===== src/rtl/delta_offset_table_decoder_macros.svh =====
// Assertion helpers for the offset table decoder.
`ifndef DELTA_OFFSET_TABLE_DECODER_MACROS_SVH
`define DELTA_OFFSET_TABLE_DECODER_MACROS_SVH

// Same-cycle implication, disabled during reset.
`define DOTD_ASSERT_IMP(lbl, clk, rst, ante, cons, msg) \
   lbl: assert property (@(posedge clk) disable iff (rst) (ante) |-> (cons)) \
      else $error(msg);

// Next-cycle implication, disabled during reset.
`define DOTD_ASSERT_NXT(lbl, clk, rst, ante, cons, msg) \
   lbl: assert property (@(posedge clk) disable iff (rst) (ante) |=> (cons)) \
      else $error(msg);

`endif


===== src/rtl/dotd_pkg.sv =====
package dotd_pkg;

   localparam int OFFSET_BITS    = 32;
   localparam int OUT_BITS       = OFFSET_BITS + 3;
   localparam int COUNT_BITS     = 32;
   localparam int VALUE_BITS     = 30;
   localparam int CSR_INDEX_BITS = 1;
   localparam int CSR_DATA_BITS  = 32;

   // register indexes
   localparam logic [CSR_INDEX_BITS-1:0] REG_SHIFT_MODE   = 1'b0;
   localparam logic [CSR_INDEX_BITS-1:0] REG_TABLE_LENGTH = 1'b1;

   // lead byte tags
   localparam logic [1:0] TAG_STOP = 2'd0;
   localparam logic [1:0] TAG_ONE  = 2'd1;
   localparam logic [1:0] TAG_TWO  = 2'd2;
   localparam logic [1:0] TAG_FOUR = 2'd3;

   // result status codes
   localparam logic [1:0] STATUS_OFFSET = 2'd0;
   localparam logic [1:0] STATUS_LIMIT  = 2'd1;
   localparam logic [1:0] STATUS_STOP   = 2'd2;

   // header bytes counted in table_length
   localparam logic [COUNT_BITS-1:0] HEADER_BYTES = 32'd4;

   typedef struct packed {
      logic [7:0] data_byte;
      logic       first;
   } req_word_type;

   typedef struct packed {
      logic [OUT_BITS-1:0] offset_out;
      logic [1:0]          status;
   } rsp_word_type;

   typedef struct packed {
      logic                  shift_mode;
      logic                  no_limit;
      logic [COUNT_BITS-1:0] limit;
   } cfg_type;

   typedef struct packed {
      logic         valid;
      rsp_word_type word;
   } result_type;

endpackage


===== src/rtl/dotd_csr.sv =====
module dotd_csr (
   input  logic                                 clock,
   input  logic                                 reset,
   input  logic                                 csr_valid,
   input  logic [dotd_pkg::CSR_INDEX_BITS-1:0]  csr_index,
   input  logic [dotd_pkg::CSR_DATA_BITS-1:0]   csr_data,
   output dotd_pkg::cfg_type                    cfg
);
   import dotd_pkg::*;

   cfg_type cfg_ff;
   cfg_type cfg_in;

   // limit and no-limit flag are precomputed here, off the decode path
   always_comb begin
      cfg_in = cfg_ff;
      if (csr_valid) begin
         case (csr_index)
            REG_SHIFT_MODE: begin
               cfg_in.shift_mode = csr_data[0];
            end
            REG_TABLE_LENGTH: begin
               cfg_in.no_limit = (csr_data < HEADER_BYTES);
               cfg_in.limit    = csr_data - HEADER_BYTES;
            end
            default: begin
               cfg_in = cfg_ff;
            end
         endcase
      end
   end

   always_ff @(posedge clock) begin
      if (reset) begin
         cfg_ff.shift_mode <= 1'b0;
         cfg_ff.no_limit   <= 1'b0;
         cfg_ff.limit      <= '0;
      end else begin
         cfg_ff <= cfg_in;
      end
   end

   assign cfg = cfg_ff;

endmodule


===== src/rtl/dotd_input_stage.sv =====
module dotd_input_stage (
   input  logic                  clock,
   input  logic                  reset,
   input  logic                  req_valid,
   output logic                  req_stall,
   input  dotd_pkg::req_word_type req_word,
   input  logic                  advance,
   output logic                  held_valid,
   output dotd_pkg::req_word_type held_word
);
   import dotd_pkg::*;

   logic         valid_ff;
   logic         valid_in;
   req_word_type word_ff;
   logic         take;

   // stall only while a held word cannot move on this cycle
   assign req_stall = valid_ff && !advance;
   assign take      = req_valid && !req_stall;
   assign valid_in  = take || (valid_ff && !advance);

   always_ff @(posedge clock) begin
      if (reset) begin
         valid_ff <= 1'b0;
      end else begin
         valid_ff <= valid_in;
      end
   end

   always_ff @(posedge clock) begin
      if (take) begin
         word_ff <= req_word;
      end
   end

   assign held_valid = valid_ff;
   assign held_word  = word_ff;

endmodule


===== src/rtl/dotd_decode_core.sv =====
module dotd_decode_core (
   input  logic                   clock,
   input  logic                   reset,
   input  logic                   advance,
   input  dotd_pkg::req_word_type word,
   input  dotd_pkg::cfg_type      cfg,
   output dotd_pkg::result_type   result,
   output logic                   stopped
);
   import dotd_pkg::*;

   logic [OFFSET_BITS-1:0] offset_ff,   offset_in;
   logic [COUNT_BITS-1:0]  consumed_ff, consumed_in;
   logic [VALUE_BITS-1:0]  partial_ff,  partial_in;
   logic [1:0]             pending_ff,  pending_in;
   logic                   stopped_ff,  stopped_in;

   logic [OFFSET_BITS-1:0] base_offset;
   logic [COUNT_BITS-1:0]  base_consumed;
   logic [VALUE_BITS-1:0]  base_partial;
   logic [1:0]             base_pending;
   logic                   base_stopped;

   logic [COUNT_BITS-1:0]  count_inc;
   logic [VALUE_BITS-1:0]  shifted_value;
   logic [VALUE_BITS-1:0]  add_value;
   logic [OFFSET_BITS-1:0] offset_sum;
   logic [1:0]             tag;
   logic                   complete;

   function automatic logic [OUT_BITS-1:0] scale(input logic [OFFSET_BITS-1:0] v,
                                                 input logic mode);
      scale = mode ? {v, 3'b000} : {1'b0, v, 2'b00};
   endfunction

   function automatic logic limit_hit(input logic [COUNT_BITS-1:0] n,
                                      input cfg_type c);
      limit_hit = !c.no_limit && (n >= c.limit);
   endfunction

   // first flag restarts the table before the byte is used
   assign base_offset   = word.first ? '0    : offset_ff;
   assign base_consumed = word.first ? '0    : consumed_ff;
   assign base_partial  = word.first ? '0    : partial_ff;
   assign base_pending  = word.first ? 2'd0  : pending_ff;
   assign base_stopped  = word.first ? 1'b0  : stopped_ff;

   // byte count saturates
   assign count_inc = (&base_consumed) ? base_consumed : base_consumed + 1'b1;
   assign shifted_value = {base_partial[VALUE_BITS-9:0], word.data_byte};
   assign tag = word.data_byte[7:6];
   assign offset_sum = base_offset + OFFSET_BITS'(add_value);

   always_comb begin
      offset_in   = base_offset;
      consumed_in = base_consumed;
      partial_in  = base_partial;
      pending_in  = base_pending;
      stopped_in  = base_stopped;
      complete    = 1'b0;
      add_value   = '0;
      result.valid           = 1'b0;
      result.word.status     = STATUS_OFFSET;
      result.word.offset_out = scale(base_offset, cfg.shift_mode);
      if (!base_stopped) begin
         if (base_pending != 2'd0) begin
            partial_in  = shifted_value;
            pending_in  = base_pending - 2'd1;
            consumed_in = count_inc;
            if (base_pending == 2'd1) begin
               complete  = 1'b1;
               add_value = shifted_value;
            end
         end else if (limit_hit(base_consumed, cfg)) begin
            stopped_in = 1'b1;
         end else begin
            consumed_in = count_inc;
            case (tag)
               TAG_STOP: begin
                  stopped_in         = 1'b1;
                  result.valid       = 1'b1;
                  result.word.status = STATUS_STOP;
               end
               TAG_TWO: begin
                  partial_in = VALUE_BITS'(word.data_byte[5:0]);
                  pending_in = 2'd1;
               end
               TAG_FOUR: begin
                  partial_in = VALUE_BITS'(word.data_byte[5:0]);
                  pending_in = 2'd3;
               end
               default: begin
                  // one-byte entry
                  complete  = 1'b1;
                  add_value = VALUE_BITS'(word.data_byte[5:0]);
               end
            endcase
         end
         if (complete) begin
            offset_in              = offset_sum;
            partial_in             = '0;
            result.valid           = 1'b1;
            result.word.offset_out = scale(offset_sum, cfg.shift_mode);
            if (limit_hit(count_inc, cfg)) begin
               stopped_in         = 1'b1;
               result.word.status = STATUS_LIMIT;
            end
         end
      end
   end

   always_ff @(posedge clock) begin
      if (reset) begin
         offset_ff   <= '0;
         consumed_ff <= '0;
         partial_ff  <= '0;
         pending_ff  <= 2'd0;
         stopped_ff  <= 1'b1;
      end else if (advance) begin
         offset_ff   <= offset_in;
         consumed_ff <= consumed_in;
         partial_ff  <= partial_in;
         pending_ff  <= pending_in;
         stopped_ff  <= stopped_in;
      end
   end

   assign stopped = stopped_ff;

endmodule


===== src/rtl/dotd_output_stage.sv =====
module dotd_output_stage (
   input  logic                   clock,
   input  logic                   reset,
   input  logic                   advance,
   input  dotd_pkg::result_type   result,
   output logic                   out_free,
   output logic                   rsp_valid,
   input  logic                   rsp_stall,
   output dotd_pkg::rsp_word_type rsp_word
);
   import dotd_pkg::*;

   logic         valid_ff;
   logic         valid_in;
   rsp_word_type word_ff;
   logic         load;

   assign out_free = !valid_ff || !rsp_stall;
   assign load     = advance && result.valid;
   assign valid_in = load || (valid_ff && rsp_stall);

   always_ff @(posedge clock) begin
      if (reset) begin
         valid_ff <= 1'b0;
      end else begin
         valid_ff <= valid_in;
      end
   end

   always_ff @(posedge clock) begin
      if (load) begin
         word_ff <= result.word;
      end
   end

   assign rsp_valid = valid_ff;
   assign rsp_word  = word_ff;

endmodule


===== src/rtl/delta_offset_table_decoder.sv =====
// Channel   Ports                         Word
// -------   ---------------------------   ------------------------------
// request   req_valid  req_stall          req_word  (data_byte, first)
// response  rsp_valid  rsp_stall          rsp_word  (offset_out, status)
// config    csr_valid  csr_ready          csr_index, csr_data
//
// One byte per cycle sustained while the response side does not stall; a taken byte waits in
// the input register, and decode runs from the input register into the output (response) register.
// Reset is synchronous, active high; config goes to shift_mode 0, limit 0,
// decoder stopped until a byte with first set.
// A held response stalls the decode stage, which then stalls the request side;
// one byte can still be taken while a response waits.
`include "delta_offset_table_decoder_macros.svh"

module delta_offset_table_decoder (
   input  logic                                clock,
   input  logic                                reset,
   input  logic                                req_valid,
   output logic                                req_stall,
   input  dotd_pkg::req_word_type              req_word,
   output logic                                rsp_valid,
   input  logic                                rsp_stall,
   output dotd_pkg::rsp_word_type              rsp_word,
   input  logic                                csr_valid,
   output logic                                csr_ready,
   input  logic [dotd_pkg::CSR_INDEX_BITS-1:0] csr_index,
   input  logic [dotd_pkg::CSR_DATA_BITS-1:0]  csr_data
);
   import dotd_pkg::*;

   cfg_type      cfg;
   result_type   result;
   req_word_type held_word;
   logic         held_valid;
   logic         out_free;
   logic         advance;
   logic         stopped;

   // config writes are always accepted and land in the config register
   assign csr_ready = 1'b1;

   // decode step fires when a byte is held and the output register can take
   // whatever it produces
   assign advance = held_valid && out_free;

   dotd_csr u_csr (
      .clock     (clock),
      .reset     (reset),
      .csr_valid (csr_valid),
      .csr_index (csr_index),
      .csr_data  (csr_data),
      .cfg       (cfg)
   );

   dotd_input_stage u_input (
      .clock      (clock),
      .reset      (reset),
      .req_valid  (req_valid),
      .req_stall  (req_stall),
      .req_word   (req_word),
      .advance    (advance),
      .held_valid (held_valid),
      .held_word  (held_word)
   );

   dotd_decode_core u_core (
      .clock   (clock),
      .reset   (reset),
      .advance (advance),
      .word    (held_word),
      .cfg     (cfg),
      .result  (result),
      .stopped (stopped)
   );

   dotd_output_stage u_output (
      .clock     (clock),
      .reset     (reset),
      .advance   (advance),
      .result    (result),
      .out_free  (out_free),
      .rsp_valid (rsp_valid),
      .rsp_stall (rsp_stall),
      .rsp_word  (rsp_word)
   );

   // request side only stalls behind a held byte
   `DOTD_ASSERT_IMP(a_stall_needs_held, clock, reset,
      req_stall, held_valid, "stall without held byte")

   // a stop or limit result leaves the decoder stopped
   `DOTD_ASSERT_NXT(a_stop_sticks, clock, reset,
      advance && result.valid && (result.word.status != STATUS_OFFSET), stopped,
      "decoder not stopped after final result")

   // a stopped decoder yields nothing until a first byte
   `DOTD_ASSERT_IMP(a_quiet_when_stopped, clock, reset,
      stopped && held_valid && !held_word.first, !result.valid, "result while stopped")

endmodule

===== config.mk =====
export PLATFORM = sky130hd
export DESIGN_NAME = delta_offset_table_decoder
export DESIGN_NICKNAME = d
export VERILOG_FILES = /design/src/rtl/dotd_pkg.sv /design/src/rtl/dotd_csr.sv /design/src/rtl/dotd_input_stage.sv /design/src/rtl/dotd_decode_core.sv /design/src/rtl/dotd_output_stage.sv /design/src/rtl/delta_offset_table_decoder.sv
export VERILOG_INCLUDE_DIRS = /design/src /design/src/rtl
export SDC_FILE = /design/constraint.sdc
export NUM_CORES = 1
export LEC_CHECK = 0
export ABC_CLOCK_PERIOD_IN_PS = 12210
export BUFFER_PORTS_ARGS = -buffer_cell sky130_fd_sc_hd__buf_2
export CAP_MARGIN = 20
export CORE_MARGIN = 10
export CORE_UTILIZATION = 35
export CTS_CLUSTER_SIZE = 20
export DETAILED_ROUTE_END_ITERATION = 7
export HOLD_SLACK_MARGIN = 0.02
export RECOVER_POWER = 100
export SLEW_MARGIN = 10
export SYNTH_ARGS = -nofsm -noshare
export SYNTH_HDL_FRONTEND = slang
export SYNTH_SLANG_ARGS = --single-unit

===== constraint.sdc =====
create_clock -name clock -period 12.21 [get_ports clock]
set_input_delay 0.6105 -clock clock [delete_from_list [all_inputs] [get_ports clock]]
set_output_delay 0.6105 -clock clock [all_outputs]
set_load 0.01 [all_outputs]

==> results by group, run 1 <==
Clock tree
  – Setup Buffers After CTS: 0
  – CTS tree: built
  – CTS H-tree lvls: 4
  – Skew-Pair Late Insertion Delay: around 0.45 ns
  – Clock sinks: 169
  – Total CTS buffers: 17
  – Hold Buf Count CTS: 0
  – Root Buffer: clkbuf_16
  – Largest buffer count on any clock path: 2
  – CTS clk-pin slew, worst paths: 0.07 ns
  – Post-CTS Resized: 0

Die
  – Die width: 200 µm
  – Initial core utilization: about a third
  – Core area: 32,300 µm²
  – DIE HEIGHT: ~200 µm
  – Die area: 40,200 µm²
  – Row count: 66
  – IO Pins: 87

Detailed routing
  – DRT Pass-1 Iters: 5
  – Via count: 9,788
  – First DRT Iteration DRCs: approximately 600
  – WL per Instance: 18.3 µm
  – Final ANT Viol Nets: 0
  – DR vias/cell: approximately 5.4
  – Wirelength, routed: 33.1 mm
  – Residual DRC count: 0

STA
  – Count of final setup violators: 0
  – Clock Skews: 0.0170 ns
  – Total negative slack: 0 ns
  – Unrepaired setup endpoints after global routing: false
  – Final worst path period share: 67.8%
  – Final Hold Vio Count: 0
  – Slew Limit Headroom: -120%
  – Slew at the pin closest to its max-slew limit: 3.30 ns
  – Tmin final: 8.27 ns
  – Max-slew violation count: about 100
  – Fmax achieved: approximately 120 MHz

Synth
  – Post-synthesis register bit count: approximately 170
  – Ys flop type: dfxtp_1
  – Synth warn: 0
  – Synth Instances: 1,293
  – Cell area after synthesis: about 11,000 µm²
  – Post-synth ARST share: 0%
  – Post-synthesis sequential area ratio: 33.6%
  – Post-synth EDFFs: 44
  – Syn Area/Cell: 8.81 µm²
  – Netlist cell types: 76

Final layout
  – Fin cells: 1,806
  – Layout cells sized above 1: 8.14%
  – Post-route cell area: 12,800 µm²
  – Syn-to-layout area delta: 12.2%
  – Most frequent cells in the layout: 124 x dfxtp_1, 103 x nor2_1, 94 x ha_1, 82 x nand2_1, 70 x nor2b_1
  – Antenna cells: 0
  – Commonest non-fill, non-tap cell in the layout: dfxtp_1
  – Layout Nets: 1,493

Hold path
  – Class of the worst hold path: input pin to register

GRT
  – Vias in the first global route: 9,668
  – First-pass GRT wire length: 52.8 mm
  – Largest net degree at the start of global routing: 68
  – Initial antenna violation count: 0
  – Tot GR Track Use: 16.0%
  – Total congestion overflow: 0

Critical path
  – Worst Path Arrival: 8.44 ns
  – Crit Reg-Reg Endpoint: u_output.rsp_word[35]
  – Worst Setup End Kind: register
  – Setup Crit Path Kind: register to register
  – Crit-path slowest cell: clkbuf_1
  – Crit path required time: ~12 ns
  – Critical Path Source Type: register
  – Reg2Reg Launch Point: u_input.held_word[0]
  – CP startpoint: u_input.held_word[0]
  – CP max FO: 61
  – Worst-path cell chain: clkbuf_1, buf_4, inv_1, nand2_1, ha_1, nor2b_1, o21ai_0, a211oi_1, o211ai_1, o211a_1, a21oi_4, buf_4, and2_0, ha_1, a211oi_1, o21bai_1, o311ai_0, a211oi_1, o2111ai_1, a21oi_1, o211a_1, mux2i_1, mux2i_1
  – Most used cell, CP: a211oi_1
  – Register-to-Register Path Depth: 23
  – Worst setup endpoint: u_output.rsp_word[35]
  – Max incr delay on CP: 1.07 ns
  – R2R setup slack: 3.94 ns

Outcome
  – Failing checks: capacitance limit, slew limit
  – Status: complete, but fails checks

Place
  – # port buffers: 83
  – GP Congestion: 0.900
  – HPWL Detailed: ~25 mm
  – Post-DP Area: 12,300 µm²
  – Placed insts: roughly 1.8k

Power and ir drop
  – Pwr Density: roughly 100 nW/µm²
  – VDD IR-drop max: 0.0000950 V
  – Static Leak: 0.00508 µW

Job
  – Max-cap violations: 2
## layer usage
layer | part of all wire (%) | routed length [µm] | up-vias | GRT usage, %
li1 | - | - | 4885 | -
met1 | 47 | 15500 | 4609 | 20.4
met2 | 47 | 15500 | 240 | 27.0
met3 | 3.9 | 1290 | 54 | 2.71
met4 | 2.3 | 765 | 0 | 5.25
met5 | 0 | 0 | - | 0
## layout make-up
cell class | count | area (µm²)
fill | 3247 | 19500
multi-input combinational | 1010 | 7150
sequential | 169 | 3820
tap | 442 | 553
timing repair buffer | 101 | 475
clock buffer | 20 | 469
inverter | 52 | 195
clock inverter | 12 | 123
## worst min path at each step
stage / start / end / cells past startpoint
2_1_floorplan: u_core.offset_ff[0] / u_core.offset_ff[0] / 1
3_3_place_gp: u_core.offset_ff[10] / u_core.offset_ff[10] / 1
3_5_place_dp: u_core.offset_ff[7] / u_core.offset_ff[7] / 1
4_1_cts: req_word[2] / u_input.held_word[2] / 1
5_1_grt: req_word[2] / u_input.held_word[2] / 1
6_report: req_word[2] / u_input.held_word[2] / 1
## cells by family (layout without fill, tap and decap cells)
kind of cell               count (synthesis)  count (layout)  synth area share, %
muxes                                     51              51                 4.75
and+or+nand+nor                          451             451                 20.9
adders and majority gates                 95              95                 10.5
other                                      2               3               0.0659
DFF                                      169             169                 33.6
AOI/OAI and AO/OA                        333             333                 20.4
buffers and inverters                    115             185                 3.90
xor gates and xnor gates                  77              77                 5.92
## Yosys cell counts (9+ instances only)
| cell | n | share of area [%] |
|---|---|---|
| nor2_1 | 103 | 3.4 |
| nand4_1 | 23 | 1.3 |
| dfxtp_1 | 125 | 22 |
| nor3_1 | 29 | 1.3 |
| a21o_1 | 29 | 1.9 |
| or3_1 | 14 | 0.77 |
| nand2b_1 | 16 | 0.88 |
| a21oi_1 | 66 | 2.9 |
| and2_1 | 39 | 2.1 |
| a311oi_1 | 20 | 1.5 |
| a22oi_1 | 14 | 0.92 |
| o211ai_1 | 9 | 0.59 |
| clkbuf_1 | 54 | 1.8 |
| inv_1 | 52 | 1.7 |
| edfxtp_1 | 44 | 12 |
| o21ai_0 | 54 | 2.4 |
| nor4_1 | 10 | 0.55 |
| a22o_1 | 48 | 3.7 |
| xnor2_1 | 49 | 3.8 |
| nor2b_1 | 70 | 3.8 |
| a211oi_1 | 33 | 2.2 |
| and3_1 | 12 | 0.66 |
| nand2_1 | 82 | 2.7 |
| mux2i_1 | 44 | 3.9 |
| a31oi_1 | 10 | 0.55 |
| nand3_1 | 20 | 0.88 |
| ha_1 | 94 | 10 |
| xor2_1 | 28 | 2.2 |
## worst max-delay path: cells and delay by family, from the launching register on
family / cells / cell delay (ns)
AOI/OAI and AO/OA: 12 / 3.29
and+or+nand+nor: 3 / 0.65
buffers and inverters: 4 / 2.79
muxes: 2 / 0.35
DFF: 1 / 0.33
adders and majority gates: 2 / 0.51
## registers in the layout (all words and copies together), names as in the netlist
register	count
u_core.consumed_ff	32
u_core.offset_ff	32
u_core.partial_ff	22
u_core.pending_ff	2
u_core.stopped	1
u_csr.cfg	34
u_input.held_valid	1
u_input.held_word	9
u_output.rsp_valid	1
u_output.rsp_word	35
## per-stage QoR
step	setup slack [ns]	hold WS [ns]	power (µW)	utilization, %
3_5_place_dp	4.94	0.447	727	38.0
6_report	3.94	0.344	1260	39.6
2_1_floorplan	5.93	0.435	682	-
3_3_place_gp	5.02	0.448	725	37.9
5_1_grt	3.33	0.322	1310	39.6
4_1_cts	4.85	0.327	1270	39.8
## report_power, final
part	leakage [µW]	total, µW	internal [µW]	switching [µW]
Clock	0.000290	551	290	261
Combinational	0.00335	119	39.9	78.6
Sequential	0.00145	594	585	8.52
(Power assumes the default switching activity.)
==> run 2: changes to the inputs <==
--- a/config.mk
+++ b/config.mk
@@ -6,7 +6,7 @@
 export SDC_FILE = /design/constraint.sdc
 export NUM_CORES = 1
 export LEC_CHECK = 0
-export ABC_CLOCK_PERIOD_IN_PS = 12210
+export ABC_CLOCK_PERIOD_IN_PS = 8100
 export BUFFER_PORTS_ARGS = -buffer_cell sky130_fd_sc_hd__buf_2
 export CAP_MARGIN = 20
 export CORE_MARGIN = 10
==> constraint.sdc (replaced) <==
create_clock -name clock -period 8.1 [get_ports clock]
set_input_delay 0.405 -clock clock [delete_from_list [all_inputs] [get_ports clock]]
set_output_delay 0.405 -clock clock [all_outputs]
set_load 0.01 [all_outputs]
==> results by group, run 2 (same netlist as run 1, synthesis figures left out) <==
Outcome
  – Status: complete, but fails checks
  – Failing checks: capacitance limit, slew limit

Clock tree
  – Setup Buffers After CTS: 0
  – Hold Buf Count CTS: 0
  – CTS tree: built
  – Clock sinks: roughly 170
  – Skew-Pair Late Insertion Delay: 0.45 ns
  – Post-CTS Resized: 0
  – CTS clk-pin slew, worst paths: 0.07 ns
  – CTS H-tree lvls: 4
  – Largest buffer count on any clock path: 2
  – Root Buffer: clkbuf_16
  – Total CTS buffers: 17

Critical path
  – Crit-path leading delay family: compound AO/OA/AOI/OAI gates
  – Worst Path Arrival: 7.52 ns
  – Crit path required time: roughly 8.4 ns
  – Worst path buffer plus inverter count: 3
  – Critical Path Source Type: register
  – Max incr delay on CP: 0.74 ns
  – Setup Crit Path Kind: register to register
  – Most used cell, CP: a211oi_1
  – Register-to-Register Path Depth: 21
  – R2R setup slack: 0.89 ns
  – Crit-path slowest cell: edfxtp_1
  – Crit Reg-Reg Endpoint: u_output.rsp_word[25]
  – Reg2Reg Launch Point: u_input.held_word[0]
  – Worst-path cell chain: buf_12, nand2b_1, inv_1, ha_1, a211oi_1, o21ai_0, a211oi_1, o211ai_1, o211a_1, a21oi_4, buf_4, and2_1, ha_1, and3_1, a221oi_1, a2bb2oi_1, a211oi_1, nor3_1, nor2_1, o311ai_0, mux4_2
  – CP max FO: 37
  – Worst Setup End Kind: register

Job
  – Max-cap violations: 3

Place
  – HPWL Detailed: 25.5 mm
  – DP Worst Slack: 0.895 ns
  – GP Congestion: 0.916
  – # port buffers: 83

STA
  – Final worst path period share: about nine tenths
  – Slew at the pin closest to its max-slew limit: 3.99 ns
  – Total negative slack: 0 ns
  – Unrepaired setup endpoints after global routing: false
  – Clock Skews: 0.0135 ns
  – Slew Limit Headroom: -166%
  – Count of final setup violators: 0
  – Max-slew violation count: 147
  – Worst setup margin: 0.894 ns
  – Final Hold Vio Count: 0
  – Tmin final: between 7 and 8 ns
  – Fmax achieved: ~140 MHz

GRT
  – Tot GR Track Use: 16.3%
  – Initial antenna violation count: 0
  – Vias in the first global route: 9,853
  – Largest net degree at the start of global routing: 83
  – First-pass GRT wire length: 53.2 mm
  – Total congestion overflow: 0

Power and ir drop
  – Pwr Density: between 100 and 150 nW/µm²
  – Static Leak: 0.00510 µW
  – VDD IR-drop max: roughly 0.00015 V
  – Overall Power: 1910 µW

Final layout
  – Layout Nets: 1,493
  – Most frequent cells in the layout: 124 x dfxtp_1, 103 x nor2_1, 94 x ha_1, 82 x nand2_1, 70 x nor2b_1
  – Utilization after layout: 39.7%
  – Commonest non-fill, non-tap cell in the layout: dfxtp_1
  – Layout cells sized above 1: 7.99%
  – Max FFs per register: 35
  – Syn-to-layout area delta: 12.4%
  – Antenna cells: 0

Detailed routing
  – DR vias/cell: 5.45
  – First DRT Iteration DRCs: 663
  – Final ANT Viol Nets: 0
  – WL per Instance: 18.4 µm
  – Via count: 9,845
  – Residual DRC count: 0
  – Wirelength, routed: 33.2 mm
  – DRT Pass-1 Iters: 5

Die
  – IO Pins: 87
  – Die area: 40,200 µm²
  – Core area: 32,300 µm²
  – DIE HEIGHT: 200 µm
  – Initial core utilization: between 30% and 40%
  – Row count: between 60 and 70
  – Die width: 200 µm

Hold path
  – Hold EP: u_input.held_word[1]
  – Hold depth: 1
  – Class of the worst hold path: input pin to register
  – HP Start: req_word[1]
[run 2: cell count changes in the layout (fill, tap and decap cells not counted), sizes merged]
cell / previous run / this run
clkbuf: 70 / 69
buf: 51 / 52
inv: 60 / 61
clkinvlp: 2 / 1
[run 2: report_power, final]
part | total [µW] | leakage, µW | switching (µW) | internal, µW
clock network | 835 | 0.000293 | 390 | 445
registers | 899 | 0.00145 | 16.9 | 883
logic | 175 | 0.00336 | 114 | 60.8
total | 1910 | 0.00510 | 521 | 1390
[run 2: worst register-to-register path: cells and delay by family, from the launching register on]
family,cells,cell delay [ns]
buffers and inverters,3,0.86
AOI/OAI and AO/OA,10,3.49
DFF,1,0.74
muxes,1,0.37
adders and majority gates,2,0.55
and+or+nand+nor,5,1.06
[run 2: worst max path at each step]
stage | from | depth (start not counted) | to
floorplan | u_input.held_word[0] | 25 | u_output.rsp_word[30]
global placement | u_input.held_word[0] | 21 | u_output.rsp_word[25]
detailed placement | u_input.held_word[0] | 21 | u_output.rsp_word[25]
CTS | u_input.held_word[0] | 21 | u_output.rsp_word[25]
global route | u_input.held_word[0] | 21 | u_output.rsp_word[25]
finish | u_input.held_word[0] | 21 | u_output.rsp_word[25]
[run 2: layout make-up]
type | instances | area [µm²]
clock buffers | 20 | 479
clock inverters | 12 | 119
fillers | 3252 | 19500
inverters | 52 | 195
multi-input cells | 1010 | 7140
flip-flops and latches | 169 | 3820
well taps | 442 | 553
repair buffers | 101 | 497
[run 2: per-layer routing]
| layer | vias up | global-route usage, % | wire length [µm] |
|---|---|---|---|
| met5 | - | 0 | 0 |
| met4 | 0 | 6.22 | 1130 |
| met3 | 72 | 3.03 | 1630 |
| met2 | 282 | 27.9 | 15800 |
| met1 | 4600 | 19.9 | 14600 |
| li1 | 4891 | - | - |
[run 2: metrics by stage]
stage          hold slack (ns)  cells  cell area (µm²)
5_1_grt                  0.108   1806            12800
6_report                 0.132   1806            12800
2_1_floorplan            0.435   1294            11400
3_5_place_dp             0.447   1773            12300
3_3_place_gp             0.448   1772            12300
4_1_cts                  0.116   1805            12900
==> run 3: changes to the inputs <==
--- a/config.mk
+++ b/config.mk
@@ -6,7 +6,7 @@
 export SDC_FILE = /design/constraint.sdc
 export NUM_CORES = 1
 export LEC_CHECK = 0
-export ABC_CLOCK_PERIOD_IN_PS = 8100
+export ABC_CLOCK_PERIOD_IN_PS = 7550
 export BUFFER_PORTS_ARGS = -buffer_cell sky130_fd_sc_hd__buf_2
 export CAP_MARGIN = 20
 export CORE_MARGIN = 10
==> constraint.sdc (replaced) <==
create_clock -name clock -period 7.55 [get_ports clock]
set_input_delay 0.3775 -clock clock [delete_from_list [all_inputs] [get_ports clock]]
set_output_delay 0.3775 -clock clock [all_outputs]
set_load 0.01 [all_outputs]
==> results by group, run 3 (same netlist as run 1, synthesis figures left out) <==
Clock tree
  – Setup Buffers After CTS: 0
  – CTS clk-pin slew, worst paths: 0.07 ns
  – Total CTS buffers: 17
  – Hold Buf Count CTS: 0
  – Clock sinks: ~170
  – Root Buffer: clkbuf_16
  – CTS tree: built
  – Post-CTS Resized: 0
  – CTS H-tree lvls: 4
  – Skew-Pair Late Insertion Delay: about 0.44 ns
  – Largest buffer count on any clock path: 2

Critical path
  – R2R setup slack: 0.58 ns
  – Reg2Reg Launch Point: u_input.held_word[0]
  – CP max FO: 27
  – Worst Path Arrival: 7.28 ns
  – Worst setup endpoint: u_output.rsp_word[25]
  – Setup Crit Path Kind: register to register
  – CP startpoint: u_input.held_word[0]
  – Register-to-Register Path Depth: 20
  – Crit path required time: between 7 and 8 ns
  – Crit Reg-Reg Endpoint: u_output.rsp_word[25]
  – Worst Setup End Kind: register
  – Critical Path Source Type: register

GRT
  – Tot GR Track Use: 16.0%
  – Initial antenna violation count: 0
  – Vias in the first global route: 9,866
  – Largest net degree at the start of global routing: 83
  – Total congestion overflow: 0
  – First-pass GRT wire length: 52.8 mm

Place
  – HPWL Detailed: 24.9 mm
  – # port buffers: 83
  – GP Congestion: a little over 0.9
  – Post-DP Area: 12,300 µm²

Detailed routing
  – Final ANT Viol Nets: 0
  – Wirelength, routed: 32.7 mm
  – Via count: 9,908
  – DRT Pass-1 Iters: 5
  – First DRT Iteration DRCs: approximately 620
  – DR vias/cell: 5.48
  – WL per Instance: 18.1 µm
  – Residual DRC count: 0

Final layout
  – Filler cell count: 3,291
  – Layout Nets: 1,496
  – Post-route cell area: about 13,000 µm²
  – Most frequent cells in the layout: 124 x dfxtp_1, 103 x nor2_1, 94 x ha_1, 82 x nand2_1, 70 x nor2b_1
  – Antenna cells: 0
  – Commonest non-fill, non-tap cell in the layout: dfxtp_1
  – Multi-input gate area: 7140 µm²
  – Layout cells sized above 1: 7.68%
  – Syn-to-layout area delta: 11.7%
  – Reg area: 3820 µm²
  – Max FFs per register: 35

Die
  – Core area: between 30,000 and 40,000 µm²
  – DIE HEIGHT: 200 µm
  – Die width: 200 µm
  – IO Pins: 87
  – Initial core utilization: 35.3%
  – Row count: 66
  – Die area: 40,200 µm²

STA
  – Slew at the pin closest to its max-slew limit: 4.06 ns
  – Total negative slack: 0 ns
  – Clock Skews: 0.0116 ns
  – Fmax achieved: approximately 140 MHz
  – Count of final setup violators: 0
  – Final worst path period share: 92.3%
  – Tmin final: 6.97 ns
  – Max-slew violation count: roughly 120
  – Slew Limit Headroom: -171%
  – Unrepaired setup endpoints after global routing: false
  – Final Hold Vio Count: 0

Outcome
  – Status: complete, but fails checks
  – Failing checks: capacitance limit, slew limit

Job
  – Max-cap violations: 2

Power and ir drop
  – Static Leak: just over 0.005 µW
  – VDD IR-drop max: 0.000168 V
  – Pwr Density: 154 nW/µm²

Hold path
  – Class of the worst hold path: input pin to register
[run 3: cell type report]
class                   count  share of cell area (%)
repair buffers            104                    3.85
clock inverters            12                   0.707
clock buffers              20                    3.43
flip-flops and latches    169                    30.0
inverters                  52                    1.53
well taps                 442                    4.34
multi-input cells        1010                    56.1
[run 3: worst min path at each step]
stage,from,end,slack [ns],depth (start not counted)
after floorplan,u_core.offset_ff[0],u_core.offset_ff[0],0.43,1
after global placement,u_core.offset_ff[28],u_core.offset_ff[28],0.45,1
after detailed placement,u_core.offset_ff[22],u_core.offset_ff[22],0.45,1
after CTS,req_word[1],u_input.held_word[1],0.1,1
after global routing,req_word[1],u_input.held_word[1],0.09,1
final,req_word[1],u_input.held_word[1],0.11,1
[run 3: worst max-delay path, cell delays in order (launching register included)]
cell,delay [ns]
edfxtp_1,0.97
buf_4,0.33
nor2b_1,0.09
ha_1,0.32
nand4_1,0.14
nor3_1,0.30
nand3_1,0.11
o211ai_1,0.31
o211a_1,0.34
a21oi_4,0.25
and2_0,0.27
ha_1,0.24
fa_1,0.41
a21o_1,0.21
a221oi_1,0.46
a2bb2oi_1,0.51
a211oi_1,0.19
nor3_1,0.34
nor2_1,0.12
o311ai_0,0.57
mux4_2,0.35
[run 3: metrics by stage]
stage / hold WS (ns) / setup slack (ns) / utilization (%) / total power [µW] / cells
2_1_floorplan: 0.435 / 1.27 / - / 1100 / 1294
3_3_place_gp: 0.448 / 0.841 / 38.0 / 1170 / 1775
3_5_place_dp: 0.449 / 0.681 / 38.1 / 1180 / 1777
4_1_cts: 0.0954 / 0.649 / 39.7 / 1990 / 1809
5_1_grt: 0.0941 / 0.129 / 39.4 / 2050 / 1809
6_report: 0.112 / 0.582 / 39.4 / 1970 / 1809
[run 3: metal layers]
layer  share of wire (%)  GRT usage (%)  vias to the layer above
li1                    -              -                     4903
met1                  44           19.9                     4659
met2                  49           27.5                      290
met3                 4.9           3.07                       56
met4                 2.1           4.92                        0
met5                   0              0                        -
[run 3: where the power goes]
group	switching, µW	internal (µW)	total (µW)	leakage, µW
combinational	124	65.2	189	0.00335
sequential	18.3	947	965	0.00145
clock	387	425	812	0.000255
total	530	1440	1970	0.00506
